<file path="src/rtl/ipfmt_pkg.sv">
// Package for the IP address text formatter: sequencer states, character
// codes, the mapped-address prefix and the byte-to-decimal helper.
// No dependencies.
`default_nettype none

package ipfmt_pkg;

    // Sequencer states, one-hot
    typedef enum logic [9:0] {
        ST_IDLE = 10'b00_0000_0001,
        ST_SCAN = 10'b00_0000_0010,
        ST_GRP  = 10'b00_0000_0100,
        ST_DC2  = 10'b00_0000_1000,
        ST_SKIP = 10'b00_0001_0000,
        ST_HEX  = 10'b00_0010_0000,
        ST_PFX  = 10'b00_0100_0000,
        ST_BYTE = 10'b00_1000_0000,
        ST_DEC  = 10'b01_0000_0000,
        ST_DOT  = 10'b10_0000_0000
    } state_t;

    // One character headed for the output stage
    typedef struct packed {
        logic       valid;
        logic [6:0] code;
        logic       last;
    } ch_t;

    // Decimal digits of one byte, leading zeros dropped, top digit in [11:8]
    typedef struct packed {
        logic [11:0] digits;
        logic [1:0]  count;
    } dec_t;

    localparam logic [6:0] CH_ZERO   = 7'h30;
    localparam logic [6:0] CH_HEX_A  = 7'h57;  // 'a' minus ten
    localparam logic [6:0] CH_COLON  = 7'h3a;
    localparam logic [6:0] CH_DOT    = 7'h2e;

    localparam int unsigned PFX_LEN = 7;
    localparam logic [6:0] MAPPED_PFX [PFX_LEN] = '{
        7'h3a, 7'h3a, 7'h66, 7'h66, 7'h66, 7'h66, 7'h3a
    };

    // Lowercase hex character of one nibble
    function automatic logic [6:0] hex_char(input logic [3:0] nib);
        logic [6:0] base;
        base = (nib < 4'd10) ? CH_ZERO : CH_HEX_A;
        return base + {3'd0, nib};
    endfunction

    // Split a byte into decimal digits; tens through a reciprocal multiply
    function automatic dec_t dec8(input logic [7:0] v);
        logic [3:0]  h;
        logic [7:0]  r;
        logic [14:0] q;
        logic [3:0]  t;
        logic [7:0]  o;
        dec_t        d;
        if (v >= 8'd200) begin
            h = 4'd2;
            r = v - 8'd200;
        end else if (v >= 8'd100) begin
            h = 4'd1;
            r = v - 8'd100;
        end else begin
            h = 4'd0;
            r = v;
        end
        q = {8'd0, r[6:0]} * 15'd205;
        t = q[14:11];
        o = r - {t, 3'd0} - {3'd0, t, 1'b0};
        if (v >= 8'd100) begin
            d.digits = {h, t, o[3:0]};
            d.count  = 2'd3;
        end else if (v >= 8'd10) begin
            d.digits = {t, o[3:0], 4'd0};
            d.count  = 2'd2;
        end else begin
            d.digits = {o[3:0], 8'd0};
            d.count  = 2'd1;
        end
        return d;
    endfunction

endpackage

`default_nettype wire

</file>
<file path="src/rtl/ipfmt_out_stage.sv">
// Output register of the IP address text formatter: holds one character
// until the receiver takes it. Depends on ipfmt_pkg.
`default_nettype none

module ipfmt_out_stage (
    input  wire logic           aclk,
    input  wire logic           aresetn,
    input  wire ipfmt_pkg::ch_t ch,         // offered character
    output logic                slot_free,  // character in ch is taken this cycle
    output logic                m_tvalid,
    input  wire logic           m_tready,
    output logic [7:0]          m_tdata,    // [6:0] char_code, [7] zero
    output logic                m_tlast     // last_char
);
    import ipfmt_pkg::*;

    logic       valid_reg;
    logic [6:0] code_reg;
    logic       last_reg;

    assign slot_free = !valid_reg || m_tready;

    // Track whether a transaction is pending
    always_ff @(posedge aclk) begin
        if (!aresetn) begin
            valid_reg <= 1'b0;
        end else if (slot_free) begin
            valid_reg <= ch.valid;
        end
    end

    // Load a new character when the slot frees up
    always_ff @(posedge aclk) begin
        if (slot_free && ch.valid) begin
            code_reg <= ch.code;
            last_reg <= ch.last;
        end
    end

    assign m_tvalid = valid_reg;
    assign m_tdata  = {1'b0, code_reg};
    assign m_tlast  = last_reg;

endmodule

`default_nettype wire

</file>
<file path="src/rtl/ip_address_text_formatter_top.sv">
// Top level of the IP address text formatter: character sequencer and
// address shift register. Depends on ipfmt_pkg and ipfmt_out_stage.
//
// Usage:
//   The input channel (s_) takes one address per transaction: s_tdata holds
//   address_high in [63:0] and address_low in [127:64]; s_tuser[0] is
//   is_ipv4. The result channel (m_) returns the text form one ASCII
//   character per transaction, m_tdata[6:0], with m_tlast on the final one.
//   The block works on one address at a time; s_tready is high while no
//   address is in progress, and it rises as soon as the last character sits
//   in the output register, so the next address can enter while that
//   character still waits.
//   Work per address besides the characters themselves: a decimal split
//   per byte for IPv4 and IPv4-mapped text; for other IPv6 text a serial
//   scan for the longest zero run, a load of the first group and of the
//   group after a compressed run, and one step per skipped zero group. For
//   IPv4 the first character passes the byte split state and the digit
//   state before it reaches the output register.
//   Reset clears the sequencer and the output valid; no character is lost
//   or repeated when m_tready is held low, the sequencer simply waits.
`default_nettype none

module ip_address_text_formatter_top (
    input  wire logic         aclk,
    input  wire logic         aresetn,
    input  wire logic         s_tvalid,
    output logic              s_tready,
    input  wire logic [127:0] s_tdata,   // [63:0] address_high, [127:64] address_low
    input  wire logic [0:0]   s_tuser,   // [0] is_ipv4
    output logic              m_tvalid,
    input  wire logic         m_tready,
    output logic [7:0]        m_tdata,   // [6:0] char_code, [7] zero
    output logic              m_tlast    // last_char
);
    import ipfmt_pkg::*;

    state_t       state_reg, state_next;
    logic [127:0] addr_reg, addr_next;
    logic [7:0]   zf_reg, zf_next;
    logic [3:0]   scan_reg, scan_next;
    logic [2:0]   run_start_reg, run_start_next;
    logic [3:0]   run_len_reg, run_len_next;
    logic [2:0]   zrun_pos_reg, zrun_pos_next;
    logic [3:0]   zrun_cnt_reg, zrun_cnt_next;
    logic [2:0]   g_reg, g_next;
    logic [3:0]   skip_reg, skip_next;
    logic [15:0]  grp_reg, grp_next;
    logic [2:0]   nib_reg, nib_next;
    logic [2:0]   pfx_reg, pfx_next;
    logic [1:0]   b_reg, b_next;
    logic [11:0]  dig_reg, dig_next;
    logic [1:0]   dcnt_reg, dcnt_next;

    logic [127:0] addr_in;
    logic [7:0]   zf_in;
    logic         is_mapped;
    logic         accept;
    logic         slot_free;
    ch_t          ch;
    logic         has_best;
    logic [3:0]   best_end;
    logic         zscan;
    logic [15:0]  top16;
    logic [15:0]  grp_load;
    logic [2:0]   nib_load;
    logic         need_colon;
    dec_t         dec;

    // Address as one word, group 0 in the top bits
    assign addr_in   = {s_tdata[63:0], s_tdata[127:64]};
    assign is_mapped = (s_tdata[63:0] == 64'd0) && (s_tdata[127:96] == 32'h0000_ffff);
    assign s_tready  = (state_reg == ST_IDLE);
    assign accept    = s_tvalid && s_tready;

    // Zero flags per group, group 0 in bit 7
    for (genvar k = 0; k < 8; k++) begin : g_zf
        assign zf_in[k] = (addr_in[16*k +: 16] == 16'd0);
    end

    assign has_best = (zrun_cnt_reg != 4'd0);
    assign best_end = {1'b0, zrun_pos_reg} + zrun_cnt_reg;
    assign zscan    = !scan_reg[3] && zf_reg[7];

    // Drop leading zero nibbles of the next group, keep at least one
    assign top16 = addr_reg[127:112];
    always_comb begin
        if (top16[15:12] != 4'd0) begin
            grp_load = top16;
            nib_load = 3'd4;
        end else if (top16[11:8] != 4'd0) begin
            grp_load = {top16[11:0], 4'd0};
            nib_load = 3'd3;
        end else if (top16[7:4] != 4'd0) begin
            grp_load = {top16[7:0], 8'd0};
            nib_load = 3'd2;
        end else begin
            grp_load = {top16[3:0], 12'd0};
            nib_load = 3'd1;
        end
    end

    assign need_colon = (g_reg != 3'd0) && !(has_best && ({1'b0, g_reg} == best_end));
    assign dec        = dec8(addr_reg[127:120]);

    // Sequencer: at most one character per cycle toward the output stage, held while the output slot is busy
    always_comb begin
        state_next      = state_reg;
        addr_next       = addr_reg;
        zf_next         = zf_reg;
        scan_next       = scan_reg;
        run_start_next  = run_start_reg;
        run_len_next    = run_len_reg;
        zrun_pos_next   = zrun_pos_reg;
        zrun_cnt_next   = zrun_cnt_reg;
        g_next          = g_reg;
        skip_next       = skip_reg;
        grp_next        = grp_reg;
        nib_next        = nib_reg;
        pfx_next        = pfx_reg;
        b_next          = b_reg;
        dig_next        = dig_reg;
        dcnt_next       = dcnt_reg;
        ch.valid        = 1'b0;
        ch.code         = CH_COLON;
        ch.last         = 1'b0;

        case (state_reg)
            ST_IDLE: begin
                if (accept) begin
                    zf_next        = zf_in;
                    scan_next      = 4'd0;
                    run_start_next = 3'd0;
                    run_len_next   = 4'd0;
                    zrun_pos_next  = 3'd0;
                    zrun_cnt_next  = 4'd0;
                    pfx_next       = 3'd0;
                    b_next         = 2'd0;
                    if (s_tuser[0]) begin
                        addr_next  = {s_tdata[95:64], 96'd0};
                        state_next = ST_BYTE;
                    end else if (is_mapped) begin
                        addr_next  = {s_tdata[95:64], 96'd0};
                        state_next = ST_PFX;
                    end else begin
                        addr_next  = addr_in;
                        state_next = ST_SCAN;
                    end
                end
            end

            // Find the first longest run of two or more zero groups
            ST_SCAN: begin
                zf_next   = {zf_reg[6:0], 1'b0};
                scan_next = scan_reg + 4'd1;
                if (zscan) begin
                    if (run_len_reg == 4'd0) begin
                        run_start_next = scan_reg[2:0];
                    end
                    run_len_next = run_len_reg + 4'd1;
                end else begin
                    if (run_len_reg >= 4'd2 && run_len_reg > zrun_cnt_reg) begin
                        zrun_pos_next = run_start_reg;
                        zrun_cnt_next = run_len_reg;
                    end
                    run_len_next = 4'd0;
                end
                if (scan_reg[3]) begin
                    g_next     = 3'd0;
                    state_next = ST_GRP;
                end
            end

            // Start a group: open a double colon, or emit the separating colon and load the group digits
            ST_GRP: begin
                if (has_best && g_reg == zrun_pos_reg) begin
                    ch.valid = 1'b1;
                    ch.code  = CH_COLON;
                    if (slot_free) begin
                        state_next = ST_DC2;
                    end
                end else begin
                    ch.valid = need_colon;
                    ch.code  = CH_COLON;
                    if (slot_free || !need_colon) begin
                        grp_next   = grp_load;
                        nib_next   = nib_load;
                        addr_next  = {addr_reg[111:0], 16'd0};
                        state_next = ST_HEX;
                    end
                end
            end

            ST_DC2: begin
                ch.valid = 1'b1;
                ch.code  = CH_COLON;
                ch.last  = (best_end == 4'd8);
                if (slot_free) begin
                    skip_next  = zrun_cnt_reg;
                    state_next = (best_end == 4'd8) ? ST_IDLE : ST_SKIP;
                end
            end

            // Advance past the compressed zero groups
            ST_SKIP: begin
                addr_next = {addr_reg[111:0], 16'd0};
                g_next    = g_reg + 3'd1;
                skip_next = skip_reg - 4'd1;
                if (skip_reg == 4'd1) begin
                    state_next = ST_GRP;
                end
            end

            ST_HEX: begin
                ch.valid = 1'b1;
                ch.code  = hex_char(grp_reg[15:12]);
                ch.last  = (nib_reg == 3'd1) && (g_reg == 3'd7);
                if (slot_free) begin
                    grp_next = {grp_reg[11:0], 4'd0};
                    nib_next = nib_reg - 3'd1;
                    if (nib_reg == 3'd1) begin
                        g_next     = g_reg + 3'd1;
                        state_next = (g_reg == 3'd7) ? ST_IDLE : ST_GRP;
                    end
                end
            end

            ST_PFX: begin
                ch.valid = 1'b1;
                ch.code  = MAPPED_PFX[pfx_reg];
                if (slot_free) begin
                    pfx_next = pfx_reg + 3'd1;
                    if (pfx_reg == 3'(PFX_LEN - 1)) begin
                        state_next = ST_BYTE;
                    end
                end
            end

            // Split the next byte into decimal digits
            ST_BYTE: begin
                dig_next   = dec.digits;
                dcnt_next  = dec.count;
                addr_next  = {addr_reg[119:0], 8'd0};
                state_next = ST_DEC;
            end

            ST_DEC: begin
                ch.valid = 1'b1;
                ch.code  = CH_ZERO + {3'd0, dig_reg[11:8]};
                ch.last  = (dcnt_reg == 2'd1) && (b_reg == 2'd3);
                if (slot_free) begin
                    dig_next  = {dig_reg[7:0], 4'd0};
                    dcnt_next = dcnt_reg - 2'd1;
                    if (dcnt_reg == 2'd1) begin
                        state_next = (b_reg == 2'd3) ? ST_IDLE : ST_DOT;
                    end
                end
            end

            ST_DOT: begin
                ch.valid = 1'b1;
                ch.code  = CH_DOT;
                if (slot_free) begin
                    b_next     = b_reg + 2'd1;
                    state_next = ST_BYTE;
                end
            end

            default: begin
                state_next = ST_IDLE;
            end
        endcase
    end

    // Hold the sequencer state
    always_ff @(posedge aclk) begin
        if (!aresetn) begin
            state_reg <= ST_IDLE;
        end else begin
            state_reg <= state_next;
        end
    end

    // Advance the data path registers
    always_ff @(posedge aclk) begin
        addr_reg       <= addr_next;
        zf_reg         <= zf_next;
        scan_reg       <= scan_next;
        run_start_reg  <= run_start_next;
        run_len_reg    <= run_len_next;
        zrun_pos_reg   <= zrun_pos_next;
        zrun_cnt_reg   <= zrun_cnt_next;
        g_reg          <= g_next;
        skip_reg       <= skip_next;
        grp_reg        <= grp_next;
        nib_reg        <= nib_next;
        pfx_reg        <= pfx_next;
        b_reg          <= b_next;
        dig_reg        <= dig_next;
        dcnt_reg       <= dcnt_next;
    end

    ipfmt_out_stage u_out (
        .aclk      (aclk),
        .aresetn   (aresetn),
        .ch        (ch),
        .slot_free (slot_free),
        .m_tvalid  (m_tvalid),
        .m_tready  (m_tready),
        .m_tdata   (m_tdata),
        .m_tlast   (m_tlast)
    );

endmodule

`default_nettype wire
</file>
<file path="config.mk">
export PLATFORM = sky130hd
export DESIGN_NAME = ip_address_text_formatter_top
export DESIGN_NICKNAME = d
export VERILOG_FILES = /design/src/rtl/ipfmt_pkg.sv /design/src/rtl/ipfmt_out_stage.sv /design/src/rtl/ip_address_text_formatter_top.sv
export SDC_FILE = /design/constraint.sdc
export NUM_CORES = 1
export LEC_CHECK = 0
export BUFFER_PORTS_ARGS = -buffer_cell sky130_fd_sc_hd__buf_2
export CORE_MARGIN = 2
export CORE_UTILIZATION = 64
export CTS_CLUSTER_SIZE = 12
export DETAILED_ROUTE_END_ITERATION = 16
export PLACE_DENSITY_LB_ADDON = 0.25
export SLEW_MARGIN = 15
export SYNTH_ARGS = -nofsm -noshare
export SYNTH_HDL_FRONTEND = slang
export SYNTH_SLANG_ARGS = --single-unit
export TNS_END_PERCENT = 30
</file>
<file path="constraint.sdc">
create_clock -name aclk -period 29.4 [get_ports aclk]
set_input_delay 1.47 -clock aclk [delete_from_list [all_inputs] [get_ports aclk]]
set_output_delay 1.47 -clock aclk [all_outputs]
set_load 0.02 [all_outputs]
</file>
==> results.ini <==
[clocking]
cts.clk_slew.worst_paths_ns=0.06
insertion_delay_ns=0.52
cts_buffers=24
ctsHoldBuffers=0
cts_root_buf=clkbuf_16
clk_path_buf_depth=3
cts_tree=built
ctsResizeCount=0
cts_setup_buffers=0
htreeDepth=1
cts.sinks=218

[synth]
seq_area_frac_synth=0.5114
yosys_most_used_dff=edfxtp_1
syn-num-nets=1347
netlist_area_um2=12590
synth.area.top_cells=edfxtp_1, ha_1, a222oi_1, inv_1, o21ai_0
yosysMostFrequentCell=edfxtp_1
synthArstFlopShare=0
netlist.area_leader.share=0.4939
ys_seq_elements=218
synth_area_per_cell_um2=11.09
synth_common_cells=edfxtp_1, inv_1, a222oi_1
yosysUniqueCellTypes=66
yosys.area.top_type=edfxtp_1
syn_inst=1135
synth_edf_count=207
ys_warn_count=0

[cells_and_area]
seqCellArea_um2=6436
fillerInstances=1415
multi_input_area_um2=5445
largest_register_ffs=128
final_layout_size_suffix_gt1_frac=0.1638
final_area_um2=14160
area_growth_pct=12.51
num-nets-final=1452
num_antenna_cells=0
postLayoutCoreUtil=0.7299

[place]
place_area_um2=13450
dpl.hpwl_mm=23.28
place.gp.congestion=0.9939
portBuffers=142

[detailed_routing]
vias_per_cell=6.587
postRouteAntennaNets=0
drcViolationCount=0
first_iter_violations=1314
first_pass_iters=11
routed_wl_mm=32.53
dr_total_vias=10030
wire_per_inst_um=21.36

[floorplanning]
die_h_um=144.2
rows=51
die_width_um=144.2
start_util=0.6488
ios=144
core_um2=19400
dieArea_um2=20800

[global_route]
grt_max_degree=114
grt_use_met3=0.04636
grt_pass1_wl_mm=50.11
grt_busiest_layer=met2
grtUsageMet2=0.4975
antenna_found_initial=1
grtUsageMet1=0.4314
overflow=0
grt_pass1_vias=9345
grtUsageTotal=0.3107

[sta]
setup_tns_ns=0
whs_ns=0.5209
period_share=0.2396
hold_viol_final=0
max_slew_margin=0.2009
setup-violations-final=0
rsz0062_at_grt=no
min_period_ns=7.043
fin_skew_ns=0.01224
finalMaxSlewViolations=0
worstMarginPinSlew_ns=1.196
clock.fmax_ghz=0.1420

[worst_setup_path]
crit_fanout=15
crit_required_ns=29.67
crit_start=addr_reg[120]
startpoint_type=flip-flop
worstSetupPathType=reg2reg
r2r-start=addr_reg[120]
worstPathArrival_ns=7.31
end_kind=flip-flop

[status]
status=complete, no violations

[pwr]
p_per_area_nw_per_um2=123.3
p_leak_nw=5.940
vdd_drop_max_uv=159.3

[worst_hold_path]
hold_path.class=reg2reg
min-delay-start=dig_reg[1]

[run]
maxCapViolations=0

## report_power, final
| group | internal (mW) | switching [mW] | leakage, nW |
|---|---|---|---|
| Combinational | 0.397 | 0.521 | 3.48 |
| Clock | 0.156 | 0.120 | 0.353 |
| Sequential | 0.484 | 0.0682 | 2.11 |
## critical path, cell delays in order (launching register included)
cell and delay [ns]:
edfxtp_1 0.47, inv_1 0.24, ha_1 0.29, nand2_1 0.08, a31oi_1 0.28, or2_2 0.34
nand2_1 0.11, xnor2_1 0.13, mux2i_1 0.46, ha_1 0.33, ha_1 0.30, fa_1 0.53
inv_1 0.06, fa_1 0.50, inv_1 0.04, ha_1 0.28, nand4_1 0.09, nor3_1 0.42
nand2_1 0.18, o211ai_2 0.21, a21oi_1 0.11, xnor2_1 0.24, ha_1 0.31, nand2_1 0.07
nand2_1 0.07, xnor3_1 0.40, a31o_1 0.24
## final cells by class
type,count,area share
multi-input cells,723,0.3846
repair buffers,150,0.05443
clock inverters,11,0.004241
flip-flops and latches,218,0.4545
clock buffers,33,0.04621
inverters,123,0.03261
well taps,265,0.02342
## cell usage in the layout (no fill, tap or decap), drive strengths merged, types with 25 or more instances in the layout
master	synthesis	layout
a21oi	39	39
a222oi	80	80
a22oi	33	33
and2	25	25
buf	15	150
clkbuf	56	33
edfxtp	207	207
ha	70	70
inv	123	123
mux2i	35	35
nand2	63	63
nor2	57	57
nor4	42	42
o21ai	75	75
## layer usage
layer / vias to the layer above / share of wire
met5: - / 0
met4: 0 / 0.038
met3: 84 / 0.098
met2: 583 / 0.48
met1: 4759 / 0.39
li1: 4606 / -
## cell families after synthesis
group | count (synthesis) | synth area share
mux | 35 | 0.02784
compound gates | 295 | 0.1754
fa+ha+maj | 79 | 0.08390
xor+xnor | 33 | 0.02465
buf+inv | 194 | 0.05985
flops | 218 | 0.5114
other cells | 1 | 0.0002980
simple gates | 280 | 0.1167
## metrics by stage
| step | worst slack (ns) | power, mW | instances |
|---|---|---|---|
| after floorplan | 14.17 | 1.264 | 1135 |
| after global placement | 22.61 | 1.423 | 1479 |
| after detailed placement | 22.46 | 1.461 | 1479 |
| after CTS | 22.44 | 1.741 | 1523 |
| after global routing | 21.90 | 1.887 | 1523 |
| final | 22.36 | 1.746 | 1523 |
## worst paths after layout
path / slack (ns) / cells after the start / to
max: 22.36 / 26 / dig_reg[11]
min: 0.52 / 2 / dig_reg[5]
max reg2reg: 22.36 / 26 / dig_reg[11]
min reg2reg: 0.52 / 2 / dig_reg[5]
Note: power is estimated with default switching activity, not from simulation.
